File: config.mk
export PLATFORM = sky130hd
export DESIGN_NAME = midpoint_circle_point_generator_flat
export DESIGN_NICKNAME = d
export VERILOG_FILES = /design/src/hdl/mcpg_pkg.sv /design/src/hdl/mcpg_if.sv /design/src/hdl/mcpg_front.sv /design/src/hdl/mcpg_fifo.sv /design/src/hdl/mcpg_back.sv /design/src/hdl/midpoint_circle_point_generator.sv /design/src/flat_wrapper.sv
export SDC_FILE = /design/constraint.sdc
export NUM_CORES = 1
export LEC_CHECK = 0
export BUFFER_PORTS_ARGS = -buffer_cell sky130_fd_sc_hd__buf_2
export CAP_MARGIN = 10
export CELL_PAD_IN_SITES_DETAIL_PLACEMENT = 1
export CELL_PAD_IN_SITES_GLOBAL_PLACEMENT = 1
export CORE_MARGIN = 2
export CORE_UTILIZATION = 50
export CTS_CLUSTER_DIAMETER = 200
export CTS_CLUSTER_SIZE = 24
export DETAILED_ROUTE_END_ITERATION = 10
export PLACE_DENSITY_LB_ADDON = 0.08
export SLEW_MARGIN = 15
export SYNTH_ARGS = -nofsm -noshare
export SYNTH_HDL_FRONTEND = slang
export SYNTH_HIERARCHICAL = 1
export SYNTH_SLANG_ARGS = --single-unit
File: constraint.sdc
create_clock -name clk_i -period 5.5 [get_ports clk_i]
set_clock_uncertainty 0.15 [all_clocks]
set_input_delay 1.1 -clock clk_i [delete_from_list [all_inputs] [get_ports clk_i]]
set_output_delay 1.1 -clock clk_i [all_outputs]
set_load 0.02 [all_outputs]
File: src/hdl/mcpg_pkg.sv
// ----------------------------------------------------------------------------
// mcpg_pkg
// Shared widths, request codes and the step job type of the midpoint circle
// point generator.
// ----------------------------------------------------------------------------
package mcpg_pkg;

  // Octant position width; decision carries four more bits
  localparam int unsigned RADIUS_BITS   = 10;
  localparam int unsigned DECISION_BITS = RADIUS_BITS + 4;
  localparam int unsigned CENTER_BITS   = 10;
  localparam int unsigned RADIUS_IN_BITS = 10;
  localparam int unsigned POINT_BITS    = 12;
  localparam int unsigned EXT_BITS      =
    (RADIUS_BITS > POINT_BITS) ? RADIUS_BITS : POINT_BITS;

  // Request kinds
  localparam logic KIND_START = 1'b0;
  localparam logic KIND_STEP  = 1'b1;

  // Job queue depth
  localparam int unsigned QUEUE_DEPTH = 2;
  localparam int unsigned QPTR_BITS   = 1;

  // Last point index of a group
  localparam logic [2:0] LAST_IDX = 3'd7;

  // One octant step handed from front to back
  typedef struct packed {
    logic [CENTER_BITS-1:0] cx;
    logic [CENTER_BITS-1:0] cy;
    logic [RADIUS_BITS-1:0] x;
    logic [RADIUS_BITS-1:0] y;
    logic                   finish;
  } mcpg_job_t;

  // Octant coordinate to point width (wraps or zero-extends)
  function automatic logic [POINT_BITS-1:0] to_point(input logic [RADIUS_BITS-1:0] v);
    logic [EXT_BITS-1:0] ext;
    ext = EXT_BITS'(v);
    return ext[POINT_BITS-1:0];
  endfunction

endpackage

File: src/hdl/mcpg_if.sv
// ----------------------------------------------------------------------------
// mcpg_if
// Request and point channels of the midpoint circle point generator.
// ----------------------------------------------------------------------------
interface mcpg_req_if
  import mcpg_pkg::*;
();
  logic                      valid;
  logic                      ready;
  logic                      kind;
  logic [CENTER_BITS-1:0]    center_x;
  logic [CENTER_BITS-1:0]    center_y;
  logic [RADIUS_IN_BITS-1:0] radius;

  modport source (output valid, kind, center_x, center_y, radius, input ready);
  modport sink   (input valid, kind, center_x, center_y, radius, output ready);
endinterface

interface mcpg_pnt_if
  import mcpg_pkg::*;
();
  logic                         valid;
  logic                         ready;
  logic signed [POINT_BITS-1:0] point_x;
  logic signed [POINT_BITS-1:0] point_y;
  logic                         last_of_group;
  logic                         circle_done;

  modport source (output valid, point_x, point_y, last_of_group, circle_done,
                  input ready);
  modport sink   (input valid, point_x, point_y, last_of_group, circle_done,
                  output ready);
endinterface

File: src/hdl/mcpg_front.sv
// ----------------------------------------------------------------------------
// mcpg_front
// Takes requests, holds the circle state and runs the midpoint update; each
// step that yields points is queued as a job.
// ----------------------------------------------------------------------------
module mcpg_front
  import mcpg_pkg::*;
(
  input  logic        clk_i,
  input  logic        rst_ni,
  mcpg_req_if.sink    req_i,
  input  logic        q_full_i,
  output logic        push_o,
  output mcpg_job_t   job_o
);

  logic [CENTER_BITS-1:0]   cx_q, cy_q;
  logic [RADIUS_BITS-1:0]   x_q, y_q, x_d, y_d;
  logic [DECISION_BITS-1:0] dec_q, dec_d;
  logic                     active_q;
  logic                     accept, is_start, is_step;
  logic                     equal, past;
  logic [RADIUS_BITS-1:0]   r_eff;
  logic [DECISION_BITS-1:0] x_ext, y_ext;

  assign req_i.ready = !q_full_i;
  assign accept      = req_i.valid && req_i.ready;
  assign is_start    = accept && (req_i.kind == KIND_START);
  assign is_step     = accept && (req_i.kind == KIND_STEP) && active_q;
  assign r_eff       = RADIUS_BITS'(req_i.radius);

  assign equal = (x_q == y_q);
  assign past  = (x_q > y_q);
  assign x_ext = DECISION_BITS'(x_q);
  assign y_ext = DECISION_BITS'(y_q);

  // Midpoint rule
  always_comb begin
    x_d   = x_q;
    y_d   = y_q;
    dec_d = dec_q;
    if (!equal) begin
      if (dec_q[DECISION_BITS-1]) begin
        dec_d = dec_q + (x_ext << 2) + DECISION_BITS'(6);
      end else begin
        dec_d = dec_q + ((x_ext - y_ext) << 2) + DECISION_BITS'(10);
        y_d   = y_q - RADIUS_BITS'(1);
      end
      x_d = x_q + RADIUS_BITS'(1);
    end
  end

  // Job for the back end carries the pre-update position
  assign push_o     = is_step && !past;
  assign job_o.cx   = cx_q;
  assign job_o.cy   = cy_q;
  assign job_o.x    = x_q;
  assign job_o.y    = y_q;
  assign job_o.finish = equal || (x_d > y_d);

  // Circle state
  always_ff @(posedge clk_i or negedge rst_ni) begin
    if (!rst_ni) begin
      cx_q     <= '0;
      cy_q     <= '0;
      x_q      <= '0;
      y_q      <= '0;
      dec_q    <= '0;
      active_q <= 1'b0;
    end else if (is_start) begin
      cx_q     <= req_i.center_x;
      cy_q     <= req_i.center_y;
      x_q      <= '0;
      y_q      <= r_eff;
      dec_q    <= DECISION_BITS'(3) - (DECISION_BITS'(r_eff) << 1);
      active_q <= 1'b1;
    end else if (is_step) begin
      if (past) begin
        active_q <= 1'b0;
      end else begin
        x_q   <= x_d;
        y_q   <= y_d;
        dec_q <= dec_d;
        if (job_o.finish) begin
          active_q <= 1'b0;
        end
      end
    end
  end

  // A start always leaves a circle in progress
  a_start_active: assert property (@(posedge clk_i) disable iff (!rst_ni)
    is_start |=> active_q)
    else $error("start did not activate circle");

  // A finishing step ends the circle
  a_finish_idle: assert property (@(posedge clk_i) disable iff (!rst_ni)
    (push_o && job_o.finish && !is_start) |=> !active_q)
    else $error("circle still active after final step");

endmodule

File: src/hdl/mcpg_fifo.sv
// ----------------------------------------------------------------------------
// mcpg_fifo
// Short job queue between front and back end.
// ----------------------------------------------------------------------------
module mcpg_fifo
  import mcpg_pkg::*;
(
  input  logic      clk_i,
  input  logic      rst_ni,
  input  logic      push_i,
  input  mcpg_job_t job_i,
  output logic      full_o,
  input  logic      pop_i,
  output logic      valid_o,
  output mcpg_job_t job_o
);

  mcpg_job_t              mem_q [QUEUE_DEPTH];
  logic [QPTR_BITS-1:0]   wr_q, rd_q;
  logic [QPTR_BITS:0]     cnt_q;
  logic                   do_push, do_pop;

  assign full_o  = (cnt_q == (QPTR_BITS+1)'(QUEUE_DEPTH));
  assign valid_o = (cnt_q != '0);
  assign job_o   = mem_q[rd_q];
  assign do_push = push_i && !full_o;
  assign do_pop  = pop_i && valid_o;

  // Storage
  always_ff @(posedge clk_i) begin
    if (do_push) begin
      mem_q[wr_q] <= job_i;
    end
  end

  // Pointers and fill count
  always_ff @(posedge clk_i or negedge rst_ni) begin
    if (!rst_ni) begin
      wr_q  <= '0;
      rd_q  <= '0;
      cnt_q <= '0;
    end else begin
      if (do_push) wr_q <= wr_q + QPTR_BITS'(1);
      if (do_pop)  rd_q <= rd_q + QPTR_BITS'(1);
      cnt_q <= cnt_q + (QPTR_BITS+1)'(do_push) - (QPTR_BITS+1)'(do_pop);
    end
  end

  // The front must never push into a full queue
  a_no_overflow: assert property (@(posedge clk_i) disable iff (!rst_ni)
    push_i |-> !full_o)
    else $error("job queue overflow");

endmodule

File: src/hdl/mcpg_back.sv
// ----------------------------------------------------------------------------
// mcpg_back
// Expands one queued job into its eight symmetric points, one per cycle while
// the output is not stalled, through a registered output stage.
// ----------------------------------------------------------------------------
module mcpg_back
  import mcpg_pkg::*;
(
  input  logic      clk_i,
  input  logic      rst_ni,
  input  logic      q_valid_i,
  input  mcpg_job_t q_job_i,
  output logic      pop_o,
  mcpg_pnt_if.source pnt_o
);

  mcpg_job_t             job_q;
  logic                  busy_q;
  logic [2:0]            idx_q;
  logic                  out_valid_q;
  logic [POINT_BITS-1:0] px_q, py_q;
  logic                  last_q, done_q;
  logic                  load, last_pt;
  logic [RADIUS_BITS-1:0] a, b;
  logic [POINT_BITS-1:0]  ca, cb, ap, bp, px, py;

  assign load    = busy_q && (!out_valid_q || pnt_o.ready);
  assign last_pt = (idx_q == LAST_IDX);
  assign pop_o   = q_valid_i && (!busy_q || (load && last_pt));

  // Point select: bit 2 swaps x/y, bit 0 negates column, bit 1 negates row
  always_comb begin
    a  = idx_q[2] ? job_q.y : job_q.x;
    b  = idx_q[2] ? job_q.x : job_q.y;
    ca = POINT_BITS'(job_q.cx);
    cb = POINT_BITS'(job_q.cy);
    ap = to_point(a);
    bp = to_point(b);
    px = idx_q[0] ? (ca - ap) : (ca + ap);
    py = idx_q[1] ? (cb - bp) : (cb + bp);
  end

  // Job register
  always_ff @(posedge clk_i) begin
    if (pop_o) begin
      job_q <= q_job_i;
    end
  end

  // Output payload
  always_ff @(posedge clk_i) begin
    if (load) begin
      px_q   <= px;
      py_q   <= py;
      last_q <= last_pt;
      done_q <= last_pt && job_q.finish;
    end
  end

  // Sequencing control
  always_ff @(posedge clk_i or negedge rst_ni) begin
    if (!rst_ni) begin
      busy_q      <= 1'b0;
      idx_q       <= '0;
      out_valid_q <= 1'b0;
    end else begin
      if (pop_o) begin
        busy_q <= 1'b1;
        idx_q  <= '0;
      end else if (load) begin
        idx_q <= idx_q + 3'd1;
        if (last_pt) busy_q <= 1'b0;
      end
      if (load) begin
        out_valid_q <= 1'b1;
      end else if (pnt_o.ready) begin
        out_valid_q <= 1'b0;
      end
    end
  end

  assign pnt_o.valid         = out_valid_q;
  assign pnt_o.point_x       = px_q;
  assign pnt_o.point_y       = py_q;
  assign pnt_o.last_of_group = last_q;
  assign pnt_o.circle_done   = done_q;

  // Circle end only ever marks the last point of a group
  a_done_last: assert property (@(posedge clk_i) disable iff (!rst_ni)
    (out_valid_q && done_q) |-> last_q)
    else $error("circle_done without last_of_group");

  // Point index holds while the output stage is stalled
  a_idx_hold: assert property (@(posedge clk_i) disable iff (!rst_ni)
    (busy_q && !load && !pop_o) |=> $stable(idx_q))
    else $error("point index moved during stall");

endmodule

File: src/hdl/midpoint_circle_point_generator.sv
// A step request is written into the job queue, popped into the back-end
// job register and leaves its first point in the output register; a start
// request gives no point. Throughput: one point per cycle while the receiver is
// ready, set by the back-end expander; the two-entry job queue absorbs bursts.
// Reset (rst_ni, asynchronous, active low) clears circle state, queue and
// output valid; no circle is in progress afterwards.
// ----------------------------------------------------------------------------
// midpoint_circle_point_generator
// Midpoint circle rasterizer: front end tracks the octant position, back end
// emits the eight symmetric points of each step.
// ----------------------------------------------------------------------------
module midpoint_circle_point_generator
  import mcpg_pkg::*;
(
  input  logic       clk_i,
  input  logic       rst_ni,
  mcpg_req_if.sink   req_i,
  mcpg_pnt_if.source pnt_o
);

  logic      push, full, pop, q_valid;
  mcpg_job_t push_job, pop_job;

  mcpg_front u_front (
    .clk_i    (clk_i),
    .rst_ni   (rst_ni),
    .req_i    (req_i),
    .q_full_i (full),
    .push_o   (push),
    .job_o    (push_job)
  );

  mcpg_fifo u_fifo (
    .clk_i   (clk_i),
    .rst_ni  (rst_ni),
    .push_i  (push),
    .job_i   (push_job),
    .full_o  (full),
    .pop_i   (pop),
    .valid_o (q_valid),
    .job_o   (pop_job)
  );

  mcpg_back u_back (
    .clk_i     (clk_i),
    .rst_ni    (rst_ni),
    .q_valid_i (q_valid),
    .q_job_i   (pop_job),
    .pop_o     (pop),
    .pnt_o     (pnt_o)
  );

endmodule

File: src/flat_wrapper.sv
// flat-port wrapper written by rule: the top's interface ports become plain ports
module midpoint_circle_point_generator_flat import mcpg_pkg::*;
  (clk_i, rst_ni, req_i_valid, req_i_kind, req_i_center_x, req_i_center_y, req_i_radius, req_i_ready, pnt_o_valid, pnt_o_point_x, pnt_o_point_y, pnt_o_last_of_group, pnt_o_circle_done, pnt_o_ready);
  mcpg_req_if req_i_i ();
  mcpg_pnt_if pnt_o_i ();
  input  logic clk_i;
  input  logic rst_ni;
  input wire logic [$bits(req_i_i.valid)-1:0] req_i_valid;
  input wire logic [$bits(req_i_i.kind)-1:0] req_i_kind;
  input wire logic [$bits(req_i_i.center_x)-1:0] req_i_center_x;
  input wire logic [$bits(req_i_i.center_y)-1:0] req_i_center_y;
  input wire logic [$bits(req_i_i.radius)-1:0] req_i_radius;
  output wire logic [$bits(req_i_i.ready)-1:0] req_i_ready;
  output wire logic [$bits(pnt_o_i.valid)-1:0] pnt_o_valid;
  output wire logic [$bits(pnt_o_i.point_x)-1:0] pnt_o_point_x;
  output wire logic [$bits(pnt_o_i.point_y)-1:0] pnt_o_point_y;
  output wire logic [$bits(pnt_o_i.last_of_group)-1:0] pnt_o_last_of_group;
  output wire logic [$bits(pnt_o_i.circle_done)-1:0] pnt_o_circle_done;
  input wire logic [$bits(pnt_o_i.ready)-1:0] pnt_o_ready;
  assign req_i_i.valid = req_i_valid;
  assign req_i_i.kind = req_i_kind;
  assign req_i_i.center_x = req_i_center_x;
  assign req_i_i.center_y = req_i_center_y;
  assign req_i_i.radius = req_i_radius;
  assign req_i_ready = req_i_i.ready;
  assign pnt_o_valid = pnt_o_i.valid;
  assign pnt_o_point_x = pnt_o_i.point_x;
  assign pnt_o_point_y = pnt_o_i.point_y;
  assign pnt_o_last_of_group = pnt_o_i.last_of_group;
  assign pnt_o_circle_done = pnt_o_i.circle_done;
  assign pnt_o_i.ready = pnt_o_ready;
  midpoint_circle_point_generator u_core (.clk_i(clk_i), .rst_ni(rst_ni), .req_i(req_i_i), .pnt_o(pnt_o_i));
endmodule
Yosys cells after proc, flatten, opt, wreduce, memory -nomap -nowiden. Memory sizes are Yosys's and may differ from the RTL's. A register that Yosys moved wholly into a read port is not among the register bits. Index checks and enable logic that the tools add are counted.

Bits of input ports: 35. Bits in writable memories: 82. Memories: 1. Register bits: 90. Word-level logic and storage cells: 101. Output and inout bits: 28.

Memory list: u_core.u_fifo.mem_q (depth 2, width 41, read ports 1, clocked after memory_dff 1, wr ports 1, line mcpg_fifo.sv:18) `mcpg_job_t mem_q [QUEUE_DEPTH];`.

Eq/ne operators: 5. Magnitude comparators: 2. Add/sub/neg operators: 17. Mux-type cells: 31. Reduce and logical (&&, ||, !) cells: 28. Bitwise operators: 1.

Operator list (number): 2-to-1 mux 10 bit (11); 2-to-1 mux 14 bit (5); subtractor 10 x 10 -> 11 bit (3); 2-to-1 mux 12 bit (2); adder 10 x 10 -> 11 bit (2); > comparator 10 bit (2); adder 14 x 12 -> 14 bit (1); adder 14 bit (1); adder 14 x 3 -> 14 bit (second input constant) (1); adder 14 x 4 -> 14 bit (second input constant) (1); subtractor 2 x 11 -> 12 bit (first input constant) (1); logical AND 1 bit (11); 2-to-1 mux 1 bit (11); adder 10 x 1 -> 10 bit (second input constant) (1); equality test 10 bit (1); nonzero test 2 bit (5); subtractor 10 x 1 -> 10 bit (second input constant) (1); 2-to-1 mux 3 bit (2); AND reduction 2 bit (3); zero test 1 bit (4); inequality test 2 bit (second input constant) (2); adder 3 x 1 -> 3 bit (second input constant) (1); equality test 3 bit (second input constant) (1); logical OR 1 bit (3); other kinds (7) (8).

Depth between registers and ports, before layout. Gate-level depths: netlist of run 1.

Depth in word-level cells: 9. Depth in mapped cells: 18. Mapped depth without buffers: 18.

Cells and area by module. The synthesis of run 1 kept the hierarchy.

Modules (own cells, without submodules): mcpg_front (cells each 602, area an instance 4972.3 µm², times used 1, sequential area each 1351.3 µm²); mcpg_back (cells each 358, area an instance 4247.8 µm², times used 1, sequential area each 2137.0 µm²); mcpg_fifo (cells each 146, area an instance 3331.9 µm², times used 1, sequential area each 2562.5 µm²).

Worst setup path after synthesis of run 1. OpenSTA, ideal clock, no wires.

Kind: reg-to-reg. Start point: register u_core.u_front.y_q[3]. End point: memory u_core/u_fifo/mem_q[0][0] (netlist bit), enable pin. Data required time: 4911 ps. Stages on the path, launching flop included: 13. Library setup time: 439 ps. Buffers on the path: 2. Path slack: 796 ps. Period minus slack after synthesis: 4704 ps. Data arrival time: 4114 ps. Cell sequence: dfrtp_1 -> inv_1 -> ha_1 -> a21oi_2 -> nand2b_4 -> a311oi_2 -> or3_4 -> a21o_1 -> buf_6 -> inv_2 -> buf_2 -> nand2_1 -> nor2_1.

Longest elaborated chain between the ends: 6.

Ends and longest elaborated chain: start, declared (line mcpg_front.sv:18) `logic [RADIUS_BITS-1:0] x_q, y_q, x_d, y_d;`; start signal, assigned (line mcpg_front.sv:74) `y_q <= r_eff;`; start signal, assigned (line mcpg_front.sv:82) `y_q <= y_d;`; > comparator 10 bit (line mcpg_front.sv:33) `assign past = (x_q > y_q);`; zero test 1 bit (line mcpg_front.sv:54) `assign push_o = is_step && !past;`; logical AND 1 bit (line mcpg_front.sv:54); named net u_core.push (line midpoint_circle_point_generator.sv:21) `logic push, full, pop, q_valid;`; logical AND 1 bit (line mcpg_fifo.sv:26) `assign do_push = push_i && !full_o;`; 2-to-1 mux 1 bit (line mcpg_fifo.sv:31) `if (do_push) begin`; 2-to-1 mux 1 bit (implied by the code) (line mcpg_fifo.sv:32) `mem_q[wr_q] <= job_i;`; end, declared (line mcpg_fifo.sv:18).

The timed path passes the listed nets, and every way through them passes these cells.

Worst setup path in the final report of run 1.
Start point: register u_core.u_front.y_q[3]. End point: register u_core.u_front.dec_q[11].

Longest elaborated chain between the ends: 8. Elaborated cells on any way between the ends: 13. Those cells by class: 3 x add/sub; 1 x order compare; 3 x eq/ne; 5 x mux; 1 x reduce/logical.

Ends and longest elaborated chain: subtractor 10 x 10 -> 11 bit (line mcpg_front.sv:46) `dec_d = dec_q + ((x_ext - y_ext) << 2) + DECISION_BITS'(10);`; adder 14 bit (line mcpg_front.sv:46); adder 14 x 4 -> 14 bit (line mcpg_front.sv:46); 2-to-1 mux 14 bit (line mcpg_front.sv:43) `if (dec_q[DECISION_BITS-1]) begin`; 2-to-1 mux 14 bit (line mcpg_front.sv:42) `if (!equal) begin`; 2-to-1 mux 14 bit (line mcpg_front.sv:78) `if (past) begin`; 2-to-1 mux 14 bit (line mcpg_front.sv:77) `end else if (is_step) begin`; 2-to-1 mux 14 bit (line mcpg_front.sv:70) `end else if (is_start) begin`; end signal, assigned (line mcpg_front.sv:75) `dec_q <= DECISION_BITS'(3) - (DECISION_BITS'(r_eff) << 1);`; end, declared (line mcpg_front.sv:19) `logic [DECISION_BITS-1:0] dec_q, dec_d;`.

Parallel ways exist; a longest one is shown, timed or not. The select of a mux whose other input is x is not followed. A chain may end at the register's enable or synchronous reset.

==> impl_metrics.tcl, run 1 <==
set metrics [dict create \
    syn_nets 1261 \
    worst_slew_pin_slew_ns 1.17 \
    slew_viol_final 0 \
    cts_resized 0 \
    cts_sinks 212 \
    design_area_um2 13500 \
    fin_crit_ns 4.47 \
    drtIter0Drc 436 \
    synth_top_area_share_pct 35.6 \
    vdd_drop_max_v 0.000618 \
    syn_to_final_growth_pct 7.86 \
    fillers 2588 \
    max_cap_violations 0 \
    ios 63 \
    synth_area_per_cell_um2 11.3 \
    vias_per_cell 5.68 \
    p_per_area_nw_per_um2 578 \
    clock_latency_ns 0.48 \
    path_class "reg -> reg" \
    yosys.area.top_type "edfxtp_1" \
    end_kind "flip-flop" \
    dieArea_um2 26400 \
    vias 8445 \
    worstPathRequired_ns 5.69 \
    syn_inst 1106 \
    setup_tns_ns 0 \
    htreeDepth 1 \
    wl_um 31100 \
    synth_common_cells "edfxtp_1, nand2_1, ha_1" \
    die_x_um 162 \
    status "finished clean" \
    finalCritPeriodShare_pct 81.3 \
    cts-root-buf "clkbuf_16" \
    overflow 0 \
    grt_pass1_wl_um 49100 \
    portBuffers 62 \
    yosysSeqAreaShare_pct 48.2 \
    clk_pin_slew_ns 0.11 \
    place_congestion 0.840 \
    dp.final_hpwl_um 23500 \
    synth.distinct_cells 80 \
    antenna_found_initial 0 \
    critical_path.startpoint_type "flip-flop" \
    cpPeakStageDelay_ns 0.59 \
    hold_class "reg -> reg" \
    critPathArrivalTime_ns 4.66 \
    p_leak_nw 5.83 \
    fmax_mhz 224 \
    setup_violations 0 \
    grt_pass1_vias 9119 \
    cts_buffers 12 \
    core_um2 24500 \
    hold_violations 0 \
    drt_first_pass_iters 4 \
    synth.area.top_cells "edfxtp_1, dfrtp_1, ha_1" \
    nets 1311 \
    syn_area_um2 12600 \
    placed_area_um2 13200 \
    path_cells "inv_1 -> ha_1 -> a21oi_2 -> nand2b_4 -> nand2_1 -> o21a_1 -> o21a_1 -> nor3_1 -> nor2_1 -> ha_1 -> ha_1 -> or2_2 -> nor2_1 -> a21oi_1 -> a311o_1 -> a2111oi_0 -> o21ai_0" \
    wl_per_cell_um 20.9 \
    grtUsageTotal_pct 24.0 \
    num_antenna_cells 0 \
    cts_setup_buffers 0 \
    start_util_pct 51.3 \
    num_rows 57 \
    synth_edf_count 149 \
    yosysMostFrequentCell "edfxtp_1" \
    tritoncts "yes" \
    grt_max_degree 46 \
    rsz0062_at_grt "no" \
    cp_max_fo 8 \
    layout-drive-gt1-share_pct 14.0 \
    ys_warn_count 6 \
    die_h_um 162 \
    crit_slowest_cell "a2111oi_0" \
    hold_buffers 0 \
    clockBufferDepth 3 \
    ys_async_sr_fraction_pct 29.7 \
    drc 0 \
    synthFlopType "edfxtp_1" \
    synth_seq_cells 212 \
    final_antenna_net_count 0 \
    slew-limit-headroom_pct 21.9 \
    worst_path_most_repeated_cell "ha_1" \
]
[metal layers]
| layer | up-vias | track usage [%] | part of all wire, % |
|---|---|---|---|
| met4 | 0 | 5.23 | 1.9 |
| li1 | 4106 | - | - |
| met3 | 37 | 2.37 | 3.1 |
| met1 | 4170 | 29.9 | 43 |
| met5 | - | 0 | 0 |
| met2 | 132 | 45.2 | 52 |
[cell usage in the layout (no fill, tap or decap), drive strengths merged, types with 11 or more instances in the layout]
master,Yosys,routed
nor3,23,23
o21ai,43,43
a31oi,12,12
o21a,11,11
mux2i,30,30
inv,72,72
a211oi,13,13
ha,113,113
nor2,66,66
nand2,127,127
dfrtp,63,63
nand2b,15,15
a21o,15,15
a21oi,61,61
buf,16,71
xor2,19,19
mux2,47,47
nand3,19,19
edfxtp,149,149
clkbuf,19,19
xnor2,45,45
[worst max-delay path, delay by kind of cell (launching register included)]
family	cells	cell delay, ns
adders and majority gates	3	0.93
buffers and inverters	1	0.13
and+or+nand+nor	6	0.86
DFF	1	0.49
AOI/OAI and AO/OA	7	1.78
[registers in the layout, indices dropped and copies added, names as in the netlist, 2 cells and up]
signal                       count
u_core/u_front/cy_q             10
u_core/u_front/y_q              10
u_core/u_back/ca                10
u_core/u_back/job_q             21
u_core/u_fifo/mem_q             82
u_core/u_back/pnt_o.point_y     12
u_core/u_back/cb                10
u_core/u_back/pnt_o.point_x     12
u_core/u_front/dec_q            13
u_core/u_front/x_q              10
u_core/u_back/idx_q              3
u_core/u_front/cx_q             10
u_core/u_fifo/cnt_q              2
[report_power, final]
| part | total [mW] | internal (mW) | switching, mW |
|---|---|---|---|
| Clock | 0.994 | 0.489 | 0.505 |
| Sequential | 2.61 | 2.27 | 0.346 |
| Combinational | 4.22 | 1.79 | 2.43 |
| Total | 7.83 | 4.54 | 3.28 |
[cells by family (layout without fill, tap and decap cells)]
family | Yosys count | count (layout) | synth area share (%)
AOI/OAI and AO/OA | 218 | 218 | 12.1
xor gates and xnor gates | 64 | 64 | 4.47
adders and majority gates | 120 | 120 | 12.4
buffers and inverters | 108 | 164 | 3.72
DFF | 212 | 212 | 48.2
muxes | 77 | 77 | 7.81
and+or+nand+nor | 307 | 307 | 11.3
[per-stage QoR]
step	power, mW	cells	utilization [%]	hold WS, ns	setup WS, ns
floorplan	5.73	1106	-	0.292	0.796
global placement	6.69	1466	53.8	0.299	1.23
detailed placement	6.87	1466	53.8	0.309	1.11
CTS	7.89	1486	55.3	0.324	1.06
global route	8.47	1486	55.3	0.344	0.848
finish	7.83	1486	55.3	0.317	1.03
[area by class of cell]
| cell class | instances | area, um^2 | area share (%) |
|---|---|---|---|
| clock buffers | 19 | 348 | 2.57 |
| well taps | 324 | 405 | 2.99 |
| multi-input cells | 786 | 6050 | 44.7 |
| clock inverters | 1 | 30.0 | 0.222 |
| inverters | 73 | 274 | 2.02 |
| flip-flops and latches | 212 | 6050 | 44.7 |
| repair buffers | 71 | 378 | 2.79 |
[path summary, 6_finish.rpt]
check                                        from                    endpoint  slack [ns]  cells after the start
setup / recovery            u_core/u_front/y_q[3]    u_core/u_front/dec_q[11]        1.03                     17
hold / removal             u_core/u_front/cy_q[9]  u_core/u_fifo/mem_q[0][30]        0.32                      0
setup reg to reg            u_core/u_front/y_q[3]    u_core/u_front/dec_q[11]        1.03                     17
hold reg to reg            u_core/u_front/cy_q[9]  u_core/u_fifo/mem_q[0][30]        0.32                      0
max in group asynchronous                  rst_ni          u_core/u_fifo/rd_q        3.69                      2
min in group asynchronous                  rst_ni      u_core/u_front/cy_q[2]        0.45                      1
Note: power is estimated with default switching activity, not from simulation.
==> inputs of run 2 (changes only) <==
- CORE_UTILIZATION: 50 -> 46
- clock period: 5.5 -> 3.8 ns (I/O delays scaled with it)
==> impl_metrics.tcl, run 2 (synthesis gave the netlist of run 1 again) <==
set metrics [dict create \
    status "finished clean" \
    end_kind "flip-flop" \
    timing.rr.start "u_core/u_front/y_q[6]" \
    rsz0062_at_grt "yes" \
    seqPwrFrac_pct 29.7 \
    portBuffers 62 \
    cts-root-buf "clkbuf_16" \
    setup_violations 0 \
    fin_util_pct 53.7 \
    drc 0 \
    grtUsageTotal_pct 22.7 \
    num_rows 60 \
    crit_family "compound AO/OA/AOI/OAI gates" \
    vdd_drop_max_v 0.000477 \
    p_per_area_nw_per_um2 866 \
    stdcell_count 1584 \
    path_cells "inv_2 -> ha_1 -> buf_4 -> a211oi_4 -> a31oi_2 -> o21a_1 -> nor3_2 -> nor3_2 -> ha_1 -> ha_4 -> nand2_2 -> nor4_2 -> o31ai_1 -> o211a_1 -> xnor2_2 -> mux2_4 -> a2bb2oi_2" \
    largest_register_ffs 82 \
    core_um2 26900 \
    clock_latency_ns 0.48 \
    crit_buf_inv 2 \
    final_antenna_net_count 0 \
    slew_viol_final 0 \
    num_antenna_cells 0 \
    p_leak_nw 6.26 \
    cp-startpoint "u_core/u_front/y_q[6]" \
    nets 1392 \
    vias 8748 \
    worstPathRequired_ns 4.06 \
    syn_to_final_growth_pct 15.0 \
    cts_sinks 212 \
    critical_path.startpoint_type "flip-flop" \
    htreeDepth 1 \
    ios 63 \
    final_common_cell "edfxtp_1" \
    seq_area_um2 6050 \
    p_sw_share_pct 41.0 \
    place_congestion 0.855 \
    fmax_mhz 268 \
    slew-limit-headroom_pct 28.3 \
    die_x_um 169 \
    worst_slew_pin_slew_ns 1.08 \
    drtIter0Drc 479 \
    grt_pass1_vias 9272 \
    vias_per_cell 5.52 \
    p_comb_share_pct 58.5 \
    fin_crit_ns 3.73 \
    clk_pin_slew_ns 0.11 \
    tritoncts "yes" \
    overflow 0 \
    place_inst 1553 \
    finalCritPeriodShare_pct 98.1 \
    grt_pass1_wl_um 50800 \
    die_h_um 169 \
    layout-drive-gt1-share_pct 22.4 \
    cpPeakStageDelay_ns 0.38 \
    top_regs "u_core/u_fifo/mem_q x82, u_core/u_back/job_q x21, u_core/u_front/dec_q x13" \
    cp_max_fo 5 \
    crit_slowest_cell "dfrtp_1" \
    power.internal_mw 7.38 \
    max_cap_violations 0 \
    p_clk_share_pct 11.8 \
    multiInputGateArea_um2 6280 \
    clockBufferDepth 3 \
    antenna_found_initial 0 \
    mostFrequentLayoutCells "edfxtp_1, nand2_1, ha_1" \
    drt_first_pass_iters 5 \
    critPathArrivalTime_ns 3.99 \
    wl_um 32500 \
    regMostFlops "u_core/u_fifo/mem_q" \
    p_switching_mw 5.12 \
    start_util_pct 46.7 \
    dieArea_um2 28600 \
    hold_violations 0 \
    wl_per_cell_um 20.5 \
    cts_buffers 12 \
    hold_class "in -> async" \
    path_class "reg -> reg" \
    fillers 2902 \
    dp.final_hpwl_um 24100 \
    grt_max_degree 45 \
]
-- run 2: path summary, 6_finish.rpt --
| check | endpoint | cells after the start | slack (ns) |
|---|---|---|---|
| min reg2reg | u_core/u_fifo/mem_q[1][38] | 0 | 0.33 |
| max | u_core/u_front/dec_q[13] | 17 | 0.07 |
| max reg2reg | u_core/u_front/dec_q[13] | 17 | 0.07 |
| min | u_core/u_front/cy_q[8] | 1 | 0.28 |
| min in group clk_i | u_core/u_front/cy_q[7] | 3 | 0.32 |
| max in group asynchronous | u_core/u_front/x_q[9] | 2 | 2.47 |
-- run 2: power groups by stage --
stage	sequential, mW	combinational, mW	clock [mW]
after floorplan	3.77	4.53	0
after global placement	3.72	6.54	0
after detailed placement	3.77	6.72	0
after CTS	3.72	7.03	1.50
after global routing	3.79	8.12	1.57
final	3.71	7.31	1.47
-- run 2: repair_timing --
item	in CTS	in global routing
gates resized for setup	22	24
setup endpoints to repair	2	7
hold buffers	0	0
pin swaps	12	19
setup buffers	4	7
-- run 2: cell type report --
type                       count  share of cell area [%]
sequential                   212                    41.9
clock inverter                 1                   0.208
multi-input combinational    786                    43.5
inverter                      73                    1.90
clock buffer                  19                    2.41
timing repair buffer         152                    7.09
tap                          341                    2.96
-- run 2: layer usage --
layer  track usage (%)  share of wire, %
met1              29.7                46
met5                 0                 0
met4              5.17               2.0
met2              41.1                50
met3              2.10               2.9
-- run 2: through the flow --
stage	power (mW)	instance area (um^2)	hold slack, ns	setup TNS (ns)	setup WS (ns)
final	12.5	14400	0.284	0	0.0722
after floorplan	8.30	12600	0.292	0	0.0601
after detailed placement	10.5	13700	0.307	-0.262	-0.154
after global routing	13.5	14400	0.321	-0.0895	-0.0895
after global placement	10.3	13700	0.299	-0.0311	-0.0311
after CTS	12.3	14300	0.295	0	0.00645
==> inputs of run 3 (changes only) <==
- ABC_AREA: not set -> 1
- CORE_UTILIZATION: 46 -> 43
- SKIP_CTS_REPAIR_TIMING: not set -> 1
==> impl_metrics.tcl, run 3 <==
set metrics [dict create \
    tritoncts "yes" \
    cts_sinks 212 \
    drt_first_pass_iters 5 \
    synth-xor-area-share_pct 2.77 \
    worst_path_most_repeated_cell "nand2_1" \
    yosysSeqAreaShare_pct 46.1 \
    stdcell_count 2008 \
    design_area_um2 14500 \
    yosys.area.top_type "edfxtp_1" \
    wl_um 35200 \
    vias_per_cell 5.18 \
    mostFrequentLayoutCells "nand2_1, inv_1, edfxtp_1" \
    placed_area_um2 14000 \
    whs_ns 0.0431 \
    path_cells "inv_2 -> ha_1 -> inv_1 -> fa_2 -> nand2_1 -> nand2_1 -> o21ai_2 -> nor3_1 -> nor3_1 -> xor2_1 -> inv_1 -> ha_1 -> ha_4 -> nand2_1 -> nor2_2 -> nand3_1 -> nand3_1 -> nand2_1 -> nand2_1 -> nand2_1 -> nand3_1 -> nand2_1 -> nand2_1 -> a21oi_2" \
    p_sw_share_pct 47.5 \
    regMostFlops "u_core/u_fifo/mem_q" \
    critical_path.startpoint_type "flip-flop" \
    slew-limit-headroom_pct 50.1 \
    slew_viol_final 0 \
    top_regs "u_core/u_fifo/mem_q x82, u_core/u_back/job_q x21, u_core/u_front/dec_q x13" \
    dieArea_um2 31900 \
    dp.final_hpwl_um 27600 \
    die_x_um 179 \
    grt_pass1_vias 11171 \
    synth_top_family_by_area "simple AND/OR/NAND/NOR gates" \
    worstPathRequired_ns 4.01 \
    largest_register_ffs 82 \
    syn_inst 1529 \
    finalWorstSetupSlack_ns 0.197 \
    crit_buf_inv 3 \
    synth_top_area_share_pct 34.1 \
    fin_crit_ns 3.60 \
    vdd_drop_max_v 0.000417 \
    grt_pass1_wl_um 57000 \
    path_class "reg -> reg" \
    hold_class "in -> async" \
    p_switching_mw 5.89 \
    rsz0062_at_grt "yes" \
    synth_common_cells "nand2_1, inv_1, edfxtp_1" \
    synth-simple-area-share_pct 24.0 \
    grtUsageTotal_pct 22.8 \
    portBuffers 62 \
    cts_buffers 12 \
    die_h_um 179 \
    clk_pin_slew_ns 0.12 \
    drc 0 \
    num_antenna_cells 0 \
    setup_violations 0 \
    place_congestion 0.925 \
    clockBufferDepth 3 \
    start_util_pct 43.9 \
    antenna_found_initial 0 \
    critPathArrivalTime_ns 3.81 \
    wl_per_cell_um 17.5 \
    grt_max_degree 48 \
    syn_nets 1684 \
    crit_family "simple AND/OR/NAND/NOR gates" \
    syn_area_um2 13100 \
    clock_latency_ns 0.50 \
    pre_cts_slack_ns 0.0171 \
    power.internal_mw 6.51 \
    p_per_area_nw_per_um2 855 \
    final_common_cell "nand2_1" \
    yosysMostFrequentCell "nand2_1" \
    synth.distinct_cells 48 \
    p_clk_share_pct 11.9 \
    finalCritPeriodShare_pct 94.8 \
    p_comb_share_pct 58.2 \
    num_rows 63 \
    end_kind "flip-flop" \
    status "finished clean" \
    hold_violations 0 \
    vias 10405 \
    worst_slew_pin_slew_ns 0.741 \
    cpPeakStageDelay_ns 0.43 \
    synth_fa_ha_area_share_pct 11.8 \
    crit_slowest_cell "dfrtp_1" \
    max_cap_violations 0 \
    synth_compound_area_share_pct 7.80 \
    synth.area.top_cells "edfxtp_1, nand2_1, dfrtp_1" \
    fmax_mhz 278 \
    synth_seq_cells 212 \
    power_mw 12.4 \
    ys_async_sr_fraction_pct 29.7 \
    htreeDepth 1 \
    core_um2 29900 \
    ys_warn_count 6 \
    synth_edf_count 149 \
    overflow 0 \
    cts-root-buf "clkbuf_16" \
    cp_max_fo 4 \
    syn_to_final_growth_pct 10.5 \
    muxShareOfSynthArea_pct 0 \
    synth_area_per_cell_um2 8.58 \
    ios 63 \
    layout-drive-gt1-share_pct 12.5 \
    final_antenna_net_count 0 \
    nets 1767 \
    synthFlopType "edfxtp_1" \
    p_leak_nw 7.09 \
    drtIter0Drc 524 \
    place_inst 1984 \
    seqPwrFrac_pct 29.9 \
]
run 3: changes by cell type in the layout (fill, tap and decap cells not counted), sizes merged, moves of 11 or more:
| cell | previous run | this run |
|---|---|---|
| buf | 152 | 104 |
| nand3 | 19 | 87 |
| mux2i | 30 | 0 |
| xnor2 | 45 | 4 |
| xor2 | 19 | 35 |
| o21a | 11 | 0 |
| nand2b | 15 | 0 |
| o21ai | 43 | 77 |
| mux2 | 47 | 0 |
| nor2 | 66 | 86 |
| a211oi | 13 | 1 |
| nand2 | 127 | 539 |
| inv | 72 | 193 |
run 3: area by class of cell:
type	count	area (um^2)
fillers	3604	15400
clock buffers	19	348
clock inverters	1	30.0
flip-flops and latches	212	6050
multi-input cells	1087	6180
inverters	195	739
well taps	390	488
repair buffers	104	663
run 3: path summary, 6_finish.rpt:
check / from / endpoint / slack [ns] / cells after the start
setup / recovery: u_core/u_front/x_q[0] / u_core/u_front/dec_q[13] / 0.20 / 24
hold / removal: rst_ni / u_core/u_fifo/wr_q / 0.04 / 1
setup reg to reg: u_core/u_front/x_q[0] / u_core/u_front/dec_q[13] / 0.20 / 24
hold reg to reg: u_core/u_front/cy_q[4] / u_core/u_fifo/mem_q[1][25] / 0.33 / 0
max in group asynchronous: rst_ni / u_core/u_front/cy_q[4] / 2.74 / 2
min in group clk_i: u_core/u_front/cy_q[4] / u_core/u_fifo/mem_q[1][25] / 0.33 / 0
run 3: power groups by stage:
stage	Combinational, mW	Clock (mW)	Sequential [mW]
floorplan	4.91	0	3.81
global placement	6.81	0	3.74
detailed placement	7.02	0	3.77
CTS	7.07	1.53	3.72
global route	8.21	1.59	3.80
finish	7.22	1.47	3.71
run 3: cells by family after synthesis:
logic type,Yosys count
buffers and inverters,230
XOR/XNOR,39
adder cells (fa/ha/maj),120
AND/OR/NAND/NOR,747
AO/OA/AOI/OAI,181
flip-flops,212
run 3: per-layer routing:
metal	global-route usage [%]	share of wire, %
met1	27.4	43
met2	43.0	52
met3	2.08	2.1
met4	6.91	2.8
met5	0	0
run 3: per-stage QoR:
| stage | TNS (ns) | util, % |
|---|---|---|
| 4_1_cts | -0.0160 | 48.2 |
| 2_1_floorplan | 0 | - |
| 6_report | 0 | 48.5 |
| 3_5_place_dp | 0 | 46.9 |
| 5_1_grt | -0.0953 | 48.5 |
| 3_3_place_gp | 0 | 46.9 |
run 3: worst reg2reg max path: cells and delay by family, from the launching register on:
family | cells | cell delay (ns)
flops | 1 | 0.43
buf+inv | 3 | 0.20
simple gates | 14 | 1.24
xor+xnor | 1 | 0.19
fa+ha+maj | 4 | 1.11
compound gates | 2 | 0.15
